## src/rtl/i2cms_pkg.sv

```systemverilog
// Shared command codes, queue entry type and helpers for the I2C master sequencer.
package i2cms_pkg;

	localparam logic [2:0] CMD_NONE  = 3'd0;
	localparam logic [2:0] CMD_START = 3'd1;
	localparam logic [2:0] CMD_STOP  = 3'd2;
	localparam logic [2:0] CMD_WRITE = 3'd3;
	localparam logic [2:0] CMD_READ  = 3'd4;
	localparam logic [2:0] CMD_SACK  = 3'd5;
	localparam logic [2:0] CMD_RACK  = 3'd6;

	localparam int QDEPTH = 2;
	localparam int QPTR_W = $clog2(QDEPTH);
	localparam int QCNT_W = $clog2(QDEPTH + 1);

	localparam int PHASE_W = 5;

	// One classified tick as it sits in the queue.
	typedef struct packed {
		logic       is_cmd;
		logic [2:0] cmd;
		logic [7:0] data;
		logic       sda_in;
	} tick_t;

	// Handshake between queue and its neighbors.
	typedef struct packed {
		logic valid;
		logic ready;
	} hs_t;

	// Number of pin actions in a command.
	function automatic logic [PHASE_W-1:0] cmd_len(input logic [2:0] cmd);
		logic [PHASE_W-1:0] len;
		case (cmd)
			CMD_START: len = PHASE_W'(4);
			CMD_STOP:  len = PHASE_W'(3);
			CMD_WRITE: len = PHASE_W'(24);
			CMD_READ:  len = PHASE_W'(17);
			default:   len = PHASE_W'(3);
		endcase
		return len;
	endfunction

endpackage

```

## src/rtl/i2c_master_bit_sequencer_core.sv

```systemverilog
// Top level of the I2C master bit sequencer: front end, request queue, line sequencer.
//
//  channel | handshake              | payload
//  --------+------------------------+--------------------------------------------------
//  request | req_valid / req_ready  | mode[2:0], data[7:0], sda_in
//  result  | res_valid / res_ready  | scl, sda, busy_res, done_res, read_data[7:0],
//          |                        | ack_in, rejected
//
//  One request in, one result out; one request per clock while results are taken.
//  Each request passes through the two-entry queue, then the result register.
//  The sequencer pops a queued request whenever its result register is empty or
//  being taken, so a held result does not block intake until the queue fills.
//  arst_n clears queue, result register and line state (SCL and SDA released, idle).
//  Each request is one tick; start 4, stop 3, write 24, read 17, acks 3 ticks.
module i2c_master_bit_sequencer_core import i2cms_pkg::*; (
	input  logic       clk,
	input  logic       arst_n,
	input  logic       req_valid,
	output logic       req_ready,
	input  logic [2:0] mode,
	input  logic [7:0] data,
	input  logic       sda_in,
	output logic       res_valid,
	input  logic       res_ready,
	output logic       scl,
	output logic       sda,
	output logic       busy_res,
	output logic       done_res,
	output logic [7:0] read_data,
	output logic       ack_in,
	output logic       rejected
);

	hs_t   push_hs;
	logic  push_ready;
	tick_t push_tick;
	logic  pop_valid;
	logic  pop;
	tick_t pop_tick;

	// Decode mode; unused code becomes "no command".
	i2cms_front u_front (
		.req_valid  (req_valid),
		.req_ready  (req_ready),
		.mode       (mode),
		.data       (data),
		.sda_in     (sda_in),
		.push_hs    (push_hs),
		.push_ready (push_ready),
		.push_tick  (push_tick)
	);

	// Short queue decouples intake from the sequencer and result stalls.
	i2cms_queue u_queue (
		.clk        (clk),
		.arst_n     (arst_n),
		.push_hs    (push_hs),
		.push_tick  (push_tick),
		.push_ready (push_ready),
		.pop_valid  (pop_valid),
		.pop        (pop),
		.pop_tick   (pop_tick)
	);

	// One pin action per popped tick; busy commands reject new ones.
	i2cms_back u_back (
		.clk       (clk),
		.arst_n    (arst_n),
		.pop_valid (pop_valid),
		.pop_tick  (pop_tick),
		.pop       (pop),
		.res_valid (res_valid),
		.res_ready (res_ready),
		.scl       (scl),
		.sda       (sda),
		.busy_res  (busy_res),
		.done_res  (done_res),
		.read_data (read_data),
		.ack_in    (ack_in),
		.rejected  (rejected)
	);

endmodule

```

## src/rtl/i2cms_front.sv

```systemverilog
// Request front end: accepts ticks and decodes the mode field into a queue entry.
module i2cms_front import i2cms_pkg::*; (
	input  logic       req_valid,
	output logic       req_ready,
	input  logic [2:0] mode,
	input  logic [7:0] data,
	input  logic       sda_in,
	output hs_t        push_hs,
	input  logic       push_ready,
	output tick_t      push_tick
);

	logic is_cmd;

	// Unused mode code counts as no command.
	always_comb begin
		is_cmd = mode inside {[CMD_START:CMD_RACK]};
	end

	assign push_tick.is_cmd = is_cmd;
	assign push_tick.cmd    = is_cmd ? mode : CMD_NONE;
	assign push_tick.data   = data;
	assign push_tick.sda_in = sda_in;

	assign push_hs.valid = req_valid;
	assign push_hs.ready = push_ready;
	assign req_ready     = push_ready;

endmodule

```

## src/rtl/i2cms_queue.sv

```systemverilog
// Two-entry request queue between front end and sequencer.
module i2cms_queue import i2cms_pkg::*; (
	input  logic  clk,
	input  logic  arst_n,
	input  hs_t   push_hs,
	input  tick_t push_tick,
	output logic  push_ready,
	output logic  pop_valid,
	input  logic  pop,
	output tick_t pop_tick
);

	tick_t             entry_q [QDEPTH];
	logic [QPTR_W-1:0] wr_ptr_q;
	logic [QPTR_W-1:0] rd_ptr_q;
	logic [QCNT_W-1:0] count_q;
	logic              do_push;
	logic              do_pop;

	assign push_ready = (count_q != QCNT_W'(QDEPTH));
	assign pop_valid  = (count_q != '0);
	assign do_push    = push_hs.valid && push_hs.ready;
	assign do_pop     = pop && pop_valid;
	assign pop_tick   = entry_q[rd_ptr_q];

	always_ff @(posedge clk) begin
		if (do_push) begin
			entry_q[wr_ptr_q] <= push_tick;
		end
	end

	always_ff @(posedge clk or negedge arst_n) begin
		if (!arst_n) begin
			wr_ptr_q <= '0;
			rd_ptr_q <= '0;
			count_q  <= '0;
		end else begin
			if (do_push) begin
				wr_ptr_q <= (wr_ptr_q == QPTR_W'(QDEPTH - 1)) ? '0 : wr_ptr_q + 1'b1;
			end
			if (do_pop) begin
				rd_ptr_q <= (rd_ptr_q == QPTR_W'(QDEPTH - 1)) ? '0 : rd_ptr_q + 1'b1;
			end
			case ({do_push, do_pop})
				2'b10:   count_q <= count_q + 1'b1;
				2'b01:   count_q <= count_q - 1'b1;
				default: count_q <= count_q;
			endcase
		end
	end

endmodule

```

## src/rtl/i2cms_back.sv

```systemverilog
// Line sequencer: runs one pin action per popped tick and holds the result register.
module i2cms_back import i2cms_pkg::*; (
	input  logic       clk,
	input  logic       arst_n,
	input  logic       pop_valid,
	input  tick_t      pop_tick,
	output logic       pop,
	output logic       res_valid,
	input  logic       res_ready,
	output logic       scl,
	output logic       sda,
	output logic       busy_res,
	output logic       done_res,
	output logic [7:0] read_data,
	output logic       ack_in,
	output logic       rejected
);

	logic [2:0]         active_q;
	logic [PHASE_W-1:0] phase_q;
	logic [1:0]         tri_q;
	logic [7:0]         shift_q;
	logic               scl_q;
	logic               sda_q;
	logic [7:0]         rx_q;
	logic               ack_q;
	logic               done_q;
	logic               rej_q;
	logic               res_valid_q;

	logic [2:0]         eff_cmd;
	logic [PHASE_W-1:0] eff_ph;
	logic [1:0]         eff_tri;
	logic [7:0]         eff_sb;
	logic [2:0]         active_n;
	logic [PHASE_W-1:0] phase_n;
	logic [1:0]         tri_n;
	logic [7:0]         shift_n;
	logic               scl_n;
	logic               sda_n;
	logic [7:0]         rx_n;
	logic               ack_n;
	logic               done_n;
	logic               rej_n;

	// Result slot is free or draining this cycle.
	assign pop = pop_valid && (!res_valid_q || res_ready);

	always_comb begin
		rej_n = 1'b0;
		if (active_q != CMD_NONE) begin
			rej_n   = pop_tick.is_cmd;
			eff_cmd = active_q;
			eff_ph  = phase_q;
			eff_tri = tri_q;
			eff_sb  = shift_q;
		end else begin
			eff_cmd = pop_tick.cmd;
			eff_ph  = '0;
			eff_tri = '0;
			eff_sb  = pop_tick.is_cmd ? pop_tick.data : shift_q;
		end

		scl_n   = scl_q;
		sda_n   = sda_q;
		shift_n = eff_sb;
		ack_n   = ack_q;
		rx_n    = rx_q;
		case (eff_cmd)
			CMD_START: begin
				case (eff_ph)
					PHASE_W'(0): sda_n = 1'b1;
					PHASE_W'(1): scl_n = 1'b1;
					PHASE_W'(2): sda_n = 1'b0;
					default:     scl_n = 1'b0;
				endcase
			end
			CMD_STOP: begin
				case (eff_ph)
					PHASE_W'(0): sda_n = 1'b0;
					PHASE_W'(1): scl_n = 1'b1;
					default:     sda_n = 1'b1;
				endcase
			end
			CMD_WRITE: begin
				// tri counter tracks phase mod 3: data, clock high, clock low
				case (eff_tri)
					2'd0: sda_n = eff_sb[7];
					2'd1: scl_n = 1'b1;
					default: begin
						scl_n   = 1'b0;
						shift_n = {eff_sb[6:0], 1'b0};
					end
				endcase
			end
			CMD_READ: begin
				if (eff_ph == '0) begin
					sda_n   = 1'b1;
					shift_n = '0;
				end else if (eff_ph[0]) begin
					scl_n   = 1'b1;
					shift_n = {eff_sb[6:0], pop_tick.sda_in};
				end else begin
					scl_n = 1'b0;
				end
			end
			CMD_SACK: begin
				case (eff_ph)
					PHASE_W'(0): sda_n = eff_sb[0];
					PHASE_W'(1): scl_n = 1'b1;
					default:     scl_n = 1'b0;
				endcase
			end
			CMD_RACK: begin
				case (eff_ph)
					PHASE_W'(0): sda_n = 1'b1;
					PHASE_W'(1): begin
						scl_n = 1'b1;
						ack_n = pop_tick.sda_in;
					end
					default: scl_n = 1'b0;
				endcase
			end
			default: begin
			end
		endcase

		phase_n  = eff_ph + 1'b1;
		tri_n    = (eff_tri == 2'd2) ? 2'd0 : eff_tri + 1'b1;
		active_n = eff_cmd;
		done_n   = 1'b0;
		if (eff_cmd == CMD_NONE) begin
			phase_n = phase_q;
			tri_n   = tri_q;
		end else if (phase_n >= cmd_len(eff_cmd)) begin
			if (eff_cmd == CMD_READ) begin
				rx_n = shift_n;
			end
			active_n = CMD_NONE;
			phase_n  = '0;
			tri_n    = '0;
			done_n   = 1'b1;
		end
	end

	always_ff @(posedge clk or negedge arst_n) begin
		if (!arst_n) begin
			active_q    <= CMD_NONE;
			phase_q     <= '0;
			tri_q       <= '0;
			shift_q     <= '0;
			scl_q       <= 1'b1;
			sda_q       <= 1'b1;
			rx_q        <= '0;
			ack_q       <= 1'b1;
			done_q      <= 1'b0;
			rej_q       <= 1'b0;
			res_valid_q <= 1'b0;
		end else begin
			if (pop) begin
				active_q <= active_n;
				phase_q  <= phase_n;
				tri_q    <= tri_n;
				shift_q  <= shift_n;
				scl_q    <= scl_n;
				sda_q    <= sda_n;
				rx_q     <= rx_n;
				ack_q    <= ack_n;
				done_q   <= done_n;
				rej_q    <= rej_n;
			end
			if (pop) begin
				res_valid_q <= 1'b1;
			end else if (res_ready) begin
				res_valid_q <= 1'b0;
			end
		end
	end

	// Line state doubles as the result payload; it moves only on a pop.
	assign res_valid = res_valid_q;
	assign scl       = scl_q;
	assign sda       = sda_q;
	assign busy_res  = (active_q != CMD_NONE);
	assign done_res  = done_q;
	assign read_data = rx_q;
	assign ack_in    = ack_q;
	assign rejected  = rej_q;

endmodule

```

## config.mk

```make
export PLATFORM = sky130hd
export DESIGN_NAME = i2c_master_bit_sequencer_core
export DESIGN_NICKNAME = d
export VERILOG_FILES = /design/src/rtl/i2cms_pkg.sv /design/src/rtl/i2c_master_bit_sequencer_core.sv /design/src/rtl/i2cms_front.sv /design/src/rtl/i2cms_queue.sv /design/src/rtl/i2cms_back.sv
export SDC_FILE = /design/constraint.sdc
export NUM_CORES = 1
export LEC_CHECK = 0
export BUFFER_PORTS_ARGS = -buffer_cell sky130_fd_sc_hd__buf_2
export CAP_MARGIN = 0
export CORE_AREA = 2 2 81 83
export DETAILED_ROUTE_END_ITERATION = 8
export DIE_AREA = 0 0 83 85
export PLACE_DENSITY = 0.82
export SLEW_MARGIN = 20
export SYNTH_ARGS = -nofsm -noshare
export SYNTH_HDL_FRONTEND = slang
export SYNTH_HIERARCHICAL = 1
export SYNTH_SLANG_ARGS = --single-unit
```

## constraint.sdc

```tcl
create_clock -name clk -period 3.6 [get_ports clk]
set_input_delay 0.54 -clock clk [delete_from_list [all_inputs] [get_ports clk]]
set_output_delay 0.54 -clock clk [all_outputs]
set_load 0.05 [all_outputs]
```

==> out/qor.yml, run 1 <==
clock_network:
  cts_buffers: 9
  h-tree-depth: 3
  cts_tree: "yes"
  clock_latency_ns: 0.34
  clock_path_buffers: 2
  clockRootBuffer: "clkbuf_8"
  cts.sinks: 62
  cts_setup_buffers: 0
  clk_pin_slew_ns: 0.07
  cts_hold_buf: 0
  cts_resized: 0
floorplanning:
  io_pins: 32
  core_um2: 6200
  rows: 29
  dieWidth_um: 83
  start_util_pct: 53.7
  die_area_um2: 7060
  chipHeight_um: 85
grt:
  overflow: 0
  grt_pass1_wl_um: 11100
  grt_use_total_pct: 19.9
  grt_pass1_vias: 2314
  grt_max_degree: 37
  grt_antenna_before_repair: 0
finish:
  num_antenna_cells: 0
  fin_nets: 334
  fillers: 511
  drive_gt1_share_pct: 26.8
  syn_to_final_growth_pct: 10.0
  final_core_utilization_pct: 59.0
power:
  cellPowerDensity_nw_per_um2: 1050
  p_leak_nw: 1.56
  ir_drop_v: 0.000672
  p_total_mw: 3.83
logic_synthesis:
  ys_dominant_reg_cell: "dfrtp_1"
  synth_cells: 284
  ys_seq_area_share_pct: 50.6
  async_flop_share_pct: 58.1
  yosys-top-cells-area: "dfrtp_1 25%, edfxtp_1 23%, mux2_2 5.4%, mux2_1 4.7%, ha_1 3.8%"
  yosys_warnings: 6
  synthesis.area_um2: 3330
  avgSynthCellArea_um2: 11.7
  synth_top_area_share_pct: 24.8
  ys_types: 54
  synth_top_cell_by_area: "dfrtp_1"
  ys_seq_elements: 62
  synth-edff-count: 26
  synth_fp_nets: 310
route:
  wl_per_cell_um: 16.6
  drc: 0
  viasPerCell: 5.80
  dr.pass1.iters: 4
  drt-initial-drc-count: 243
  num_vias: 2261
  postRouteAntennaNets: 0
  wl_um: 6480
sta:
  fmax_mhz: 313
  period_needed_ns: 3.20
  relSlewSlack_pct: 22.9
  hold_violations: 0
  rsz0062_at_grt: "no"
  period_share_pct: 88.8
  finClkSkew_ns: 0.00915
  setup_violations: 0
  hold_slack_ns: 0.296
  drv_slew: 0
  setup-tns-final_ns: 0
  worst_pin_slew_ns: 1.15
place:
  portBuffers: 31
  hpwl_um: 4710
  gp_congestion: 0.870
worst_setup_path:
  cp_top_family: "simple AND/OR/NAND/NOR gates"
  worstPathMaxFanout: 15
  crit_cells: 13
  r2r_start: "u_back/active_q[2]"
  crit_path_start: "u_back/active_q[2]"
  crit_path_top_delay_cell: "dfrtp_1"
  critical_path.max_stage_delay_ns: 0.55
  r2r_cells: 13
  critPathBufInv: 2
  crit_arrival_ns: 3.42
  crit_path_start_kind: "flop"
  path_class: "flop to flop"
  crit_chain: "nor3_4, inv_2, nand2_1, inv_1, ha_1, nand3_1, xor2_1, nor2_1, ha_1, nand2_1, o21ai_1, nand3_4, mux2_1"
  crit_required_ns: 3.82
  r2r-end: "u_back/read_data[0]"
  end_kind: "flop"
  rrSetupSlack_ns: 0.40
min_path:
  min_path_type: "primary input to asynchronous set/reset pin"
run_status:
  outcome: "finished, final reports clean"
run:
  cap_violations: 0
==> routing by layer <==
layer,up-vias,wire [um],global-route usage (%)
met5,-,0,0
met4,0,174,6.56
met1,1106,2820,25.5
li1,1075,-,-
met2,65,3200,33.4
met3,15,286,5.06
==> registers in the layout, summed over array words and instances (netlist names), 2 cells and up <==
signal and flops:
u_back/shift_q 8, u_back/read_data 8, u_back/tri_q 2, u_back/phase_q 5, u_back/active_q 3, u_queue/entry_q 26, u_queue/count_q 2
==> cell usage in the layout, fill, tap and decap left out, drive strengths merged, types with 6 or more instances in the layout <==
master / instances
o21ai: 10
o22ai: 9
nor2: 21
ha: 10
mux2i: 8
dfrtp: 33
nand2b: 6
mux2: 30
nand2: 23
a21oi: 11
clkbuf: 13
buf: 35
edfxtp: 26
inv: 8
==> power by group <==
group          switching, mW  leakage [nW]  internal (mW)
Clock                  0.259        0.0959          0.358
Combinational           1.30         0.767          0.760
Sequential             0.162         0.697          0.996
==> worst reg2reg max path, cell delays in order (launching register included) <==
cell and delay [ns]:
dfrtp_1 0.55, nor3_4 0.41, inv_2 0.19, nand2_1 0.16
inv_1 0.08, ha_1 0.21, nand3_1 0.10, xor2_1 0.21
nor2_1 0.07, ha_1 0.30, nand2_1 0.05, o21ai_1 0.23
nand3_4 0.18, mux2_1 0.34
==> cell families after synthesis <==
| group | Yosys count | share of synthesized area [%] |
|---|---|---|
| AO/OA/AOI/OAI | 61 | 13.5 |
| flip-flops | 62 | 50.6 |
| AND/OR/NAND/NOR | 74 | 11.5 |
| multiplexers | 38 | 12.6 |
| XOR/XNOR | 9 | 2.37 |
| adder cells (fa/ha/maj) | 10 | 3.76 |
| buffers and inverters | 30 | 5.71 |
==> worst max path at each step <==
stage | end | slack (ns)
after floorplan | u_back/read_data[0] | 0.28
after CTS | u_back/read_data[0] | 0.43
after global placement | u_back/read_data[0] | 0.54
after global routing | u_back/read_data[0] | 0.16
after detailed placement | u_back/read_data[0] | 0.45
final | u_back/read_data[0] | 0.40
==> through the flow <==
stage	std cells	worst slack (ns)	instance area, um2
global placement	374	0.543	3460
CTS	390	0.431	3660
detailed placement	374	0.448	3460
finish	390	0.403	3660
floorplan	284	0.284	3330
global route	390	0.159	3660
==> Yosys cell counts (all sizes together), types with 5 or more instances <==
master  number
nand2       23
nand2b       6
mux2i        8
a21oi       11
o41ai        5
edfxtp      26
nor2        21
inv          8
buf         19
mux2        30
o22ai        9
ha          10
xnor2        5
o21ai       10
nand3        5
dfrtp       33
==> final cells by class <==
class / instances / area [um2] / share of cell area (%)
Clock inverter: 3 / 45.0 / 1.23
Multi-Input combinational cell: 192 / 1460 / 39.9
Sequential cell: 62 / 1690 / 46.0
Tap cell: 77 / 96.3 / 2.63
Clock buffer: 13 / 159 / 4.34
Inverter: 8 / 30.0 / 0.820
Timing Repair Buffer: 35 / 185 / 5.05
(Power assumes the default switching activity.)
==> inputs of run 2 (changes only) <==
--- a/config.mk
+++ b/config.mk
@@ -7,10 +7,11 @@
 export LEC_CHECK = 0
 export BUFFER_PORTS_ARGS = -buffer_cell sky130_fd_sc_hd__buf_2
 export CAP_MARGIN = 0
-export CORE_AREA = 2 2 81 83
+export CORE_AREA = 2 2 104 106
 export DETAILED_ROUTE_END_ITERATION = 8
-export DIE_AREA = 0 0 83 85
-export PLACE_DENSITY = 0.82
+export DIE_AREA = 0 0 106 108
+export PLACE_DENSITY = 0.57
+export REMOVE_ABC_BUFFERS = 1
 export SLEW_MARGIN = 20
 export SYNTH_ARGS = -nofsm -noshare
 export SYNTH_HDL_FRONTEND = slang
==> run 2 against run 1 <==
Effect of this change: clock skew rose by 0.00099 ns; worst setup slack lost 0.020 ns; cell area rose by 2.0%; final cell count grew 15%; clock-buffer cell count is 4 lower; register-to-register slack worse by 0.02 ns; total power hardly changed; hold slack worse by 0.016 ns; clock power decreased by 0.8%; fmax is 0.63% lower; first-iteration DRC count fell by 70%; critical path depth did not move; critical path type unchanged.
==> out/qor.yml, run 2 (synthesis results as in run 1) <==
run_status:
  outcome: "finished, final reports clean"  # unchanged
clock_network:
  cts.sinks: 62  # unchanged
  clock_latency_ns: 0.34  # about the same
  cts_hold_buf: 0  # unchanged
  cts_setup_buffers: 0  # unchanged
  clockRootBuffer: "clkbuf_8"  # unchanged
  clock_path_buffers: 2  # unchanged
  cts_buffers: 9  # unchanged
  cts_tree: "yes"  # unchanged
  h-tree-depth: 3  # unchanged
  clk_pin_slew_ns: 0.08  # was 0.07 ns
  cts_resized: 0  # unchanged
route:
  wl_um: 7040  # was 6480 um
  drc: 0  # unchanged
  postRouteAntennaNets: 0  # unchanged
  drt-initial-drc-count: 72  # was 243
  num_vias: 2235  # was 2261
  viasPerCell: 4.97  # was 5.80
  dr.pass1.iters: 5  # was 4
  wl_per_cell_um: 15.6  # was 16.6 um
grt:
  overflow: 0  # unchanged
  grt_pass1_vias: 2267  # was 2314
  grt_antenna_before_repair: 0  # unchanged
  grt_max_degree: 37  # unchanged
  grt_pass1_wl_um: 11700  # was 11100 um
  grt_use_total_pct: 13.4  # was 19.9%
sta:
  hold_violations: 0  # unchanged
  rsz0062_at_grt: "no"  # unchanged
  relSlewSlack_pct: 44.0  # was 22.9%
  setup-tns-final_ns: 0  # unchanged
  worst_pin_slew_ns: 0.841  # was 1.15 ns
  drv_slew: 0  # unchanged
  setup_violations: 0  # unchanged
  period_needed_ns: 3.22  # was 3.20 ns
  period_share_pct: 89.4  # was 88.8%
  hold_slack_ns: 0.281  # was 0.296 ns
  finClkSkew_ns: 0.0101  # was 0.00915 ns
  fmax_mhz: 311  # was 313 MHz
min_path:
  min_path_type: "primary input to asynchronous set/reset pin"  # unchanged
finish:
  num_antenna_cells: 0  # unchanged
  syn_to_final_growth_pct: 12.3  # was 10.0%
  final_common_cell: "dfrtp_1"  # unchanged
  largest_register_ffs: 26  # unchanged
  fin_nets: 335  # was 334
  drive_gt1_share_pct: 27.4  # was 26.8%
  final_core_utilization_pct: 36.5  # was 59.0%
  fillers: 1007  # was 511
  final_cell_mix: "33 x dfrtp_1, 31 x buf_2, 26 x edfxtp_1, 21 x nand2_1, 19 x nor2_1"  # unchanged
  largest-register: "u_queue/entry_q"  # unchanged
  fin_cells: 450  # was 390
floorplanning:
  start_util_pct: 32.5  # was 53.7%
  rows: 37  # was 29
  core_um2: 10200  # was 6200 um2
  io_pins: 32  # unchanged
  chipHeight_um: 108  # was 85 um
  die_area_um2: 11400  # was 7060 um2
  dieWidth_um: 106  # was 83 um
worst_setup_path:
  crit_path_start_kind: "flop"  # unchanged
  end_kind: "flop"  # unchanged
  r2r-end: "u_back/read_data[0]"  # unchanged
  crit_path_top_delay_cell: "dfrtp_1"  # unchanged
  crit_path_start: "u_back/active_q[2]"  # unchanged
  r2r_cells: 13  # unchanged
  crit_arrival_ns: 3.44  # was 3.42 ns
  critical_path.max_stage_delay_ns: 0.56  # was 0.55 ns
  rrSetupSlack_ns: 0.38  # was 0.40 ns
  worstPathMaxFanout: 15  # unchanged
  path_class: "flop to flop"  # unchanged
  crit_chain: "nor3_4, inv_2, nand2_2, inv_2, ha_1, nand3_1, xor2_1, nor2_1, ha_1, nand2_1, o21ai_1, nand3_4, mux2_1"  # was nor3_4, inv_2, nand2_1, inv_1, ha_1, nand3_1, xor2_1, nor2_1, ha_1, nand2_1, o21ai_1, nand3_4, mux2_1
  crit_required_ns: 3.82  # about the same
  r2r_start: "u_back/active_q[2]"  # unchanged
place:
  portBuffers: 31  # unchanged
  hpwl_um: 5130  # was 4710 um
  gp_congestion: 0.835  # was 0.870
  placed_cells: 434  # was 374
run:
  cap_violations: 0  # unchanged
power:
  p_leak_nw: 1.56  # about the same
  cellPowerDensity_nw_per_um2: 1020  # was 1050 nW/um2
  ir_drop_v: 0.000450  # was 0.000672 V
-- run 2: critical path: cells and delay by family (launching register included) --
kind	cells	cell delay [ns]
AO/OA/AOI/OAI	1	0.23
XOR/XNOR	1	0.20
adder cells (fa/ha/maj)	2	0.54
buffers and inverters	2	0.27
flip-flops	1	0.56
multiplexers	1	0.34
AND/OR/NAND/NOR	6	0.95
-- run 2: report_power, final --
part | leakage, nW | total, mW | switching, mW | internal, mW
clock network | 0.0895 | 0.612 | 0.292 | 0.320
logic | 0.773 | 2.05 | 1.29 | 0.761
registers | 0.697 | 1.16 | 0.168 | 0.995
total | 1.56 | 3.83 | 1.75 | 2.08
-- run 2: metal layers --
layer / GRT usage [%] / part of all wire (%) / routed length [um]
met5: 0 / 0 / 0
met2: 22.9 / 51 / 3570
met3: 3.19 / 3.9 / 272
met4: 6.30 / 1.5 / 107
met1: 16.1 / 44 / 3090
-- run 2: stage by stage --
| stage | setup WS [ns] | area, um2 | total power, mW |
|---|---|---|---|
| after floorplan | 0.243 | 3170 | 2.68 |
| after global placement | 0.343 | 3540 | 3.21 |
| after detailed placement | 0.373 | 3540 | 3.24 |
| after CTS | 0.357 | 3740 | 3.86 |
| after global routing | 0.0581 | 3740 | 4.13 |
| final | 0.383 | 3740 | 3.83 |
-- run 2: area by class of cell --
cell class | count | area, um2 | share of cell area (%)
clock inverters | 7 | 73.8 | 1.97
repair buffers | 36 | 193 | 5.15
well taps | 136 | 170 | 4.55
inverters | 8 | 30.0 | 0.803
multi-input cells | 192 | 1460 | 39.1
clock buffers | 9 | 124 | 3.31
flip-flops and latches | 62 | 1690 | 45.1
-- run 2: how the worst max path moves through the flow --
| stage | end | slack, ns | cells past startpoint |
|---|---|---|---|
| finish | u_back/read_data[0] | 0.38 | 13 |
| global placement | u_back/read_data[0] | 0.34 | 13 |
| global route | u_back/read_data[0] | 0.06 | 13 |
| CTS | u_back/read_data[0] | 0.36 | 13 |
| floorplan | u_back/read_data[0] | 0.24 | 11 |
| detailed placement | u_back/read_data[0] | 0.37 | 13 |
==> inputs of run 3 (changes only) <==
--- a/config.mk
+++ b/config.mk
@@ -5,12 +5,13 @@
 export SDC_FILE = /design/constraint.sdc
 export NUM_CORES = 1
 export LEC_CHECK = 0
+export ABC_AREA = 1
 export BUFFER_PORTS_ARGS = -buffer_cell sky130_fd_sc_hd__buf_2
 export CAP_MARGIN = 0
-export CORE_AREA = 2 2 104 106
+export CORE_AREA = 2 2 111 113
 export DETAILED_ROUTE_END_ITERATION = 8
-export DIE_AREA = 0 0 106 108
-export PLACE_DENSITY = 0.57
+export DIE_AREA = 0 0 113 115
+export PLACE_DENSITY = 0.56
 export REMOVE_ABC_BUFFERS = 1
 export SLEW_MARGIN = 20
 export SYNTH_ARGS = -nofsm -noshare
==> run 3 against run 2 <==
Effect of this change: the run now ends with DRC left; register-to-register slack improved by 0.09 ns; routed wire length rose by 26%; cell area grew 15%; synthesized cell count rose by 75%; clock-buffer cell count unchanged; non-clock buffer count shrank 1; fmax is 2.8% higher.
==> out/qor.yml, run 3 <==
run_status:
  outcome: "complete, but fails checks"  # was finished, final reports clean
  violations: "DRC"
logic_synthesis:
  synth_commonest_cells: "203 x nand2_1, 59 x nand3_1, 42 x inv_1, 33 x dfrtp_1"  # was 33 x dfrtp_1, 26 x edfxtp_1, 21 x nand2_1, 20 x nor2_1
  synth_top_cell_by_area: "dfrtp_1"  # unchanged
  synth_cells: 496  # was 284
  synth-edff-count: 26  # unchanged
  avgSynthCellArea_um2: 7.64  # was 11.7 um2
  ys_seq_area_share_pct: 44.5  # was 50.6%
  ys_dominant_reg_cell: "dfrtp_1"  # unchanged
  yosys-top-cells-area: "dfrtp_1 22%, edfxtp_1 21%, nand2_1 20%, nand3_1 7.8%, inv_1 4.2%"  # was dfrtp_1 25%, edfxtp_1 23%, mux2_2 5.4%, mux2_1 4.7%, ha_1 3.8%
  ys_seq_elements: 62  # unchanged
  yosys_warnings: 6  # unchanged
  ys_types: 37  # was 54
  async_flop_share_pct: 58.1  # unchanged
  synth_top_area_share_pct: 21.8  # was 24.8%
  yosysMostFrequentCell: "nand2_1"  # was dfrtp_1
  synthesis.area_um2: 3790  # was 3330 um2
worst_setup_path:
  worstPathMaxFanout: 10  # was 15
  crit_path_start_kind: "flop"  # unchanged
  critical_path.max_stage_delay_ns: 0.43  # was 0.56 ns
  crit_required_ns: 3.82  # about the same
  path_class: "flop to flop"  # unchanged
  end_kind: "flop"  # unchanged
  path_common_cell: "nand2_1"
  critPathBufInv: 4  # was 2
  crit_chain: "nor2_4, nand2_4, inv_2, nor2_1, ha_1, inv_1, nor3_1, xnor2_1, ha_1, nand2_1, inv_1, nand4_1, o2111ai_2, nand3_4, clkinv_2, nand2_1, nand2_1"  # was nor3_4, inv_2, nand2_2, inv_2, ha_1, nand3_1, xor2_1, nor2_1, ha_1, nand2_1, o21ai_1, nand3_4, mux2_1
  crit_arrival_ns: 3.35  # was 3.44 ns
  crit_path_top_delay_cell: "dfrtp_1"  # unchanged
  r2r_start: "u_back/active_q[1]"  # was u_back/active_q[2]
  r2r_cells: 17  # was 13
  cp_top_family: "simple AND/OR/NAND/NOR gates"  # unchanged
  crit_cells: 17  # was 13
  rrSetupSlack_ns: 0.47  # was 0.38 ns
  crit_path_start: "u_back/active_q[1]"  # was u_back/active_q[2]
clock_network:
  clk_pin_slew_ns: 0.06  # was 0.08 ns
  cts_hold_buf: 0  # unchanged
  clockRootBuffer: "clkbuf_16"  # was clkbuf_8
  cts.sinks: 62  # unchanged
  clock_latency_ns: 0.34  # about the same
  cts_setup_buffers: 0  # unchanged
  h-tree-depth: 3  # unchanged
  clock_path_buffers: 2  # unchanged
  cts_resized: 0  # unchanged
  cts_tree: "yes"  # unchanged
  cts_buffers: 9  # unchanged
finish:
  fin_cells: 670  # was 450
  final_common_cell: "nand2_1"  # was dfrtp_1
  final_cell_mix: "203 x nand2_1, 59 x nand3_1, 42 x inv_1, 33 x dfrtp_1, 31 x buf_2"  # was 33 x dfrtp_1, 31 x buf_2, 26 x edfxtp_1, 21 x nand2_1, 19 x nor2_1
  fillers: 1255  # was 1007
  drive_gt1_share_pct: 15.7  # was 27.4%
  syn_to_final_growth_pct: 13.9  # was 12.3%
  num_antenna_cells: 0  # unchanged
  fin_nets: 544  # was 335
  largest_register_ffs: 26  # unchanged
  final_core_utilization_pct: 36.5  # about the same
  largest-register: "u_queue/entry_q"  # unchanged
sta:
  period_share_pct: 87.0  # was 89.4%
  setup-tns-final_ns: 0  # unchanged
  relSlewSlack_pct: 43.9  # was 44.0%
  setup_violations: 0  # unchanged
  fmax_mhz: 319  # was 311 MHz
  hold_violations: 0  # unchanged
  worst_pin_slew_ns: 0.842  # was 0.841 ns
  drv_slew: 0  # unchanged
  finClkSkew_ns: 0.00807  # was 0.0101 ns
  period_needed_ns: 3.13  # was 3.22 ns
  rsz0062_at_grt: "no"  # unchanged
floorplanning:
  start_util_pct: 32.1  # was 32.5%
  core_um2: 11800  # was 10200 um2
  dieWidth_um: 113  # was 106 um
  chipHeight_um: 115  # was 108 um
  io_pins: 32  # unchanged
  rows: 40  # was 37
  die_area_um2: 13000  # was 11400 um2
route:
  postRouteAntennaNets: 0  # unchanged
  drt-initial-drc-count: 157  # was 72
  viasPerCell: 4.70  # was 4.97
  wl_um: 8890  # was 7040 um
  dr.pass1.iters: 7  # was 5
  drt-met1-wl_um: 4310  # was 3090 um
  drc: 1  # was 0
  num_vias: 3152  # was 2235
  wl_met2_um: 3980  # was 3570 um
  dr_wl_met3_um: 444  # was 272 um
  wl_per_cell_um: 13.3  # was 15.6 um
  routed.top_layer: "met4"  # unchanged
place:
  portBuffers: 31  # unchanged
  placed_cells: 654  # was 434
  hpwl_um: 6640  # was 5130 um
  gp_congestion: 0.912  # was 0.835
grt:
  grt_antenna_before_repair: 0  # unchanged
  grt_pass1_vias: 3153  # was 2267
  grt_use_total_pct: 14.8  # was 13.4%
  overflow: 0  # unchanged
  grt_pass1_wl_um: 15200  # was 11700 um
  grt_max_degree: 37  # unchanged
run:
  cap_violations: 0  # unchanged
min_path:
  min_path_type: "primary input to asynchronous set/reset pin"  # unchanged
[run 3: cell types whose count changed after synthesis, moves of 9 or more]
| cell | before | now |
|---|---|---|
| inv_1 | 5 | 42 |
| o22ai_1 | 9 | 0 |
| mux2_1 | 14 | 0 |
| mux2_2 | 16 | 0 |
| nand2_1 | 21 | 203 |
| nand3_1 | 4 | 59 |
[run 3: area by class of cell]
type                            count  area, um2  share of cell area [%]
Sequential cell                    62       1690                    39.0
Tap cell                          147        184                    4.26
Clock inverter                      7       97.6                    2.26
Inverter                           49        195                    4.52
Timing Repair Buffer               35        185                    4.29
Multi-Input combinational cell    361       1740                    40.4
Clock buffer                        9        225                    5.22
[run 3: routing by layer]
layer | track usage (%) | vias up
li1 | - | 1635
met1 | 19.8 | 1427
met2 | 23.4 | 78
met3 | 3.69 | 12
met4 | 5.45 | 0
met5 | 0 | -
[run 3: worst paths after layout]
path / endpoint
hold / removal: u_back/done_res
setup / recovery: u_back/read_data[5]
min in group clk: u_queue/entry_q[1][5]
hold reg to reg: u_back/scl
max in group asynchronous: u_back/phase_q[4]
setup reg to reg: u_back/read_data[5]
[run 3: kinds of logic after synthesis]
group,Yosys count,share of synthesized area [%]
compound gates,34,5.58
simple gates,313,36.1
fa+ha+maj,10,3.30
xor+xnor,4,0.925
flops,62,44.5
buf+inv,73,9.61
[run 3: per-stage QoR]
step / instance area (um2) / worst slack, ns / hold slack (ns)
after floorplan: 3620 / 0.508 / 0.244
after global placement: 3990 / 0.596 / 0.453
after detailed placement: 3990 / 0.495 / 0.454
after CTS: 4320 / 0.464 / 0.348
after global routing: 4320 / 0.177 / 0.386
final: 4320 / 0.470 / 0.297
Power of run 3 is not shown: default switching activity piles up to over one toggle a cycle in this logic, so the estimate is an artifact.
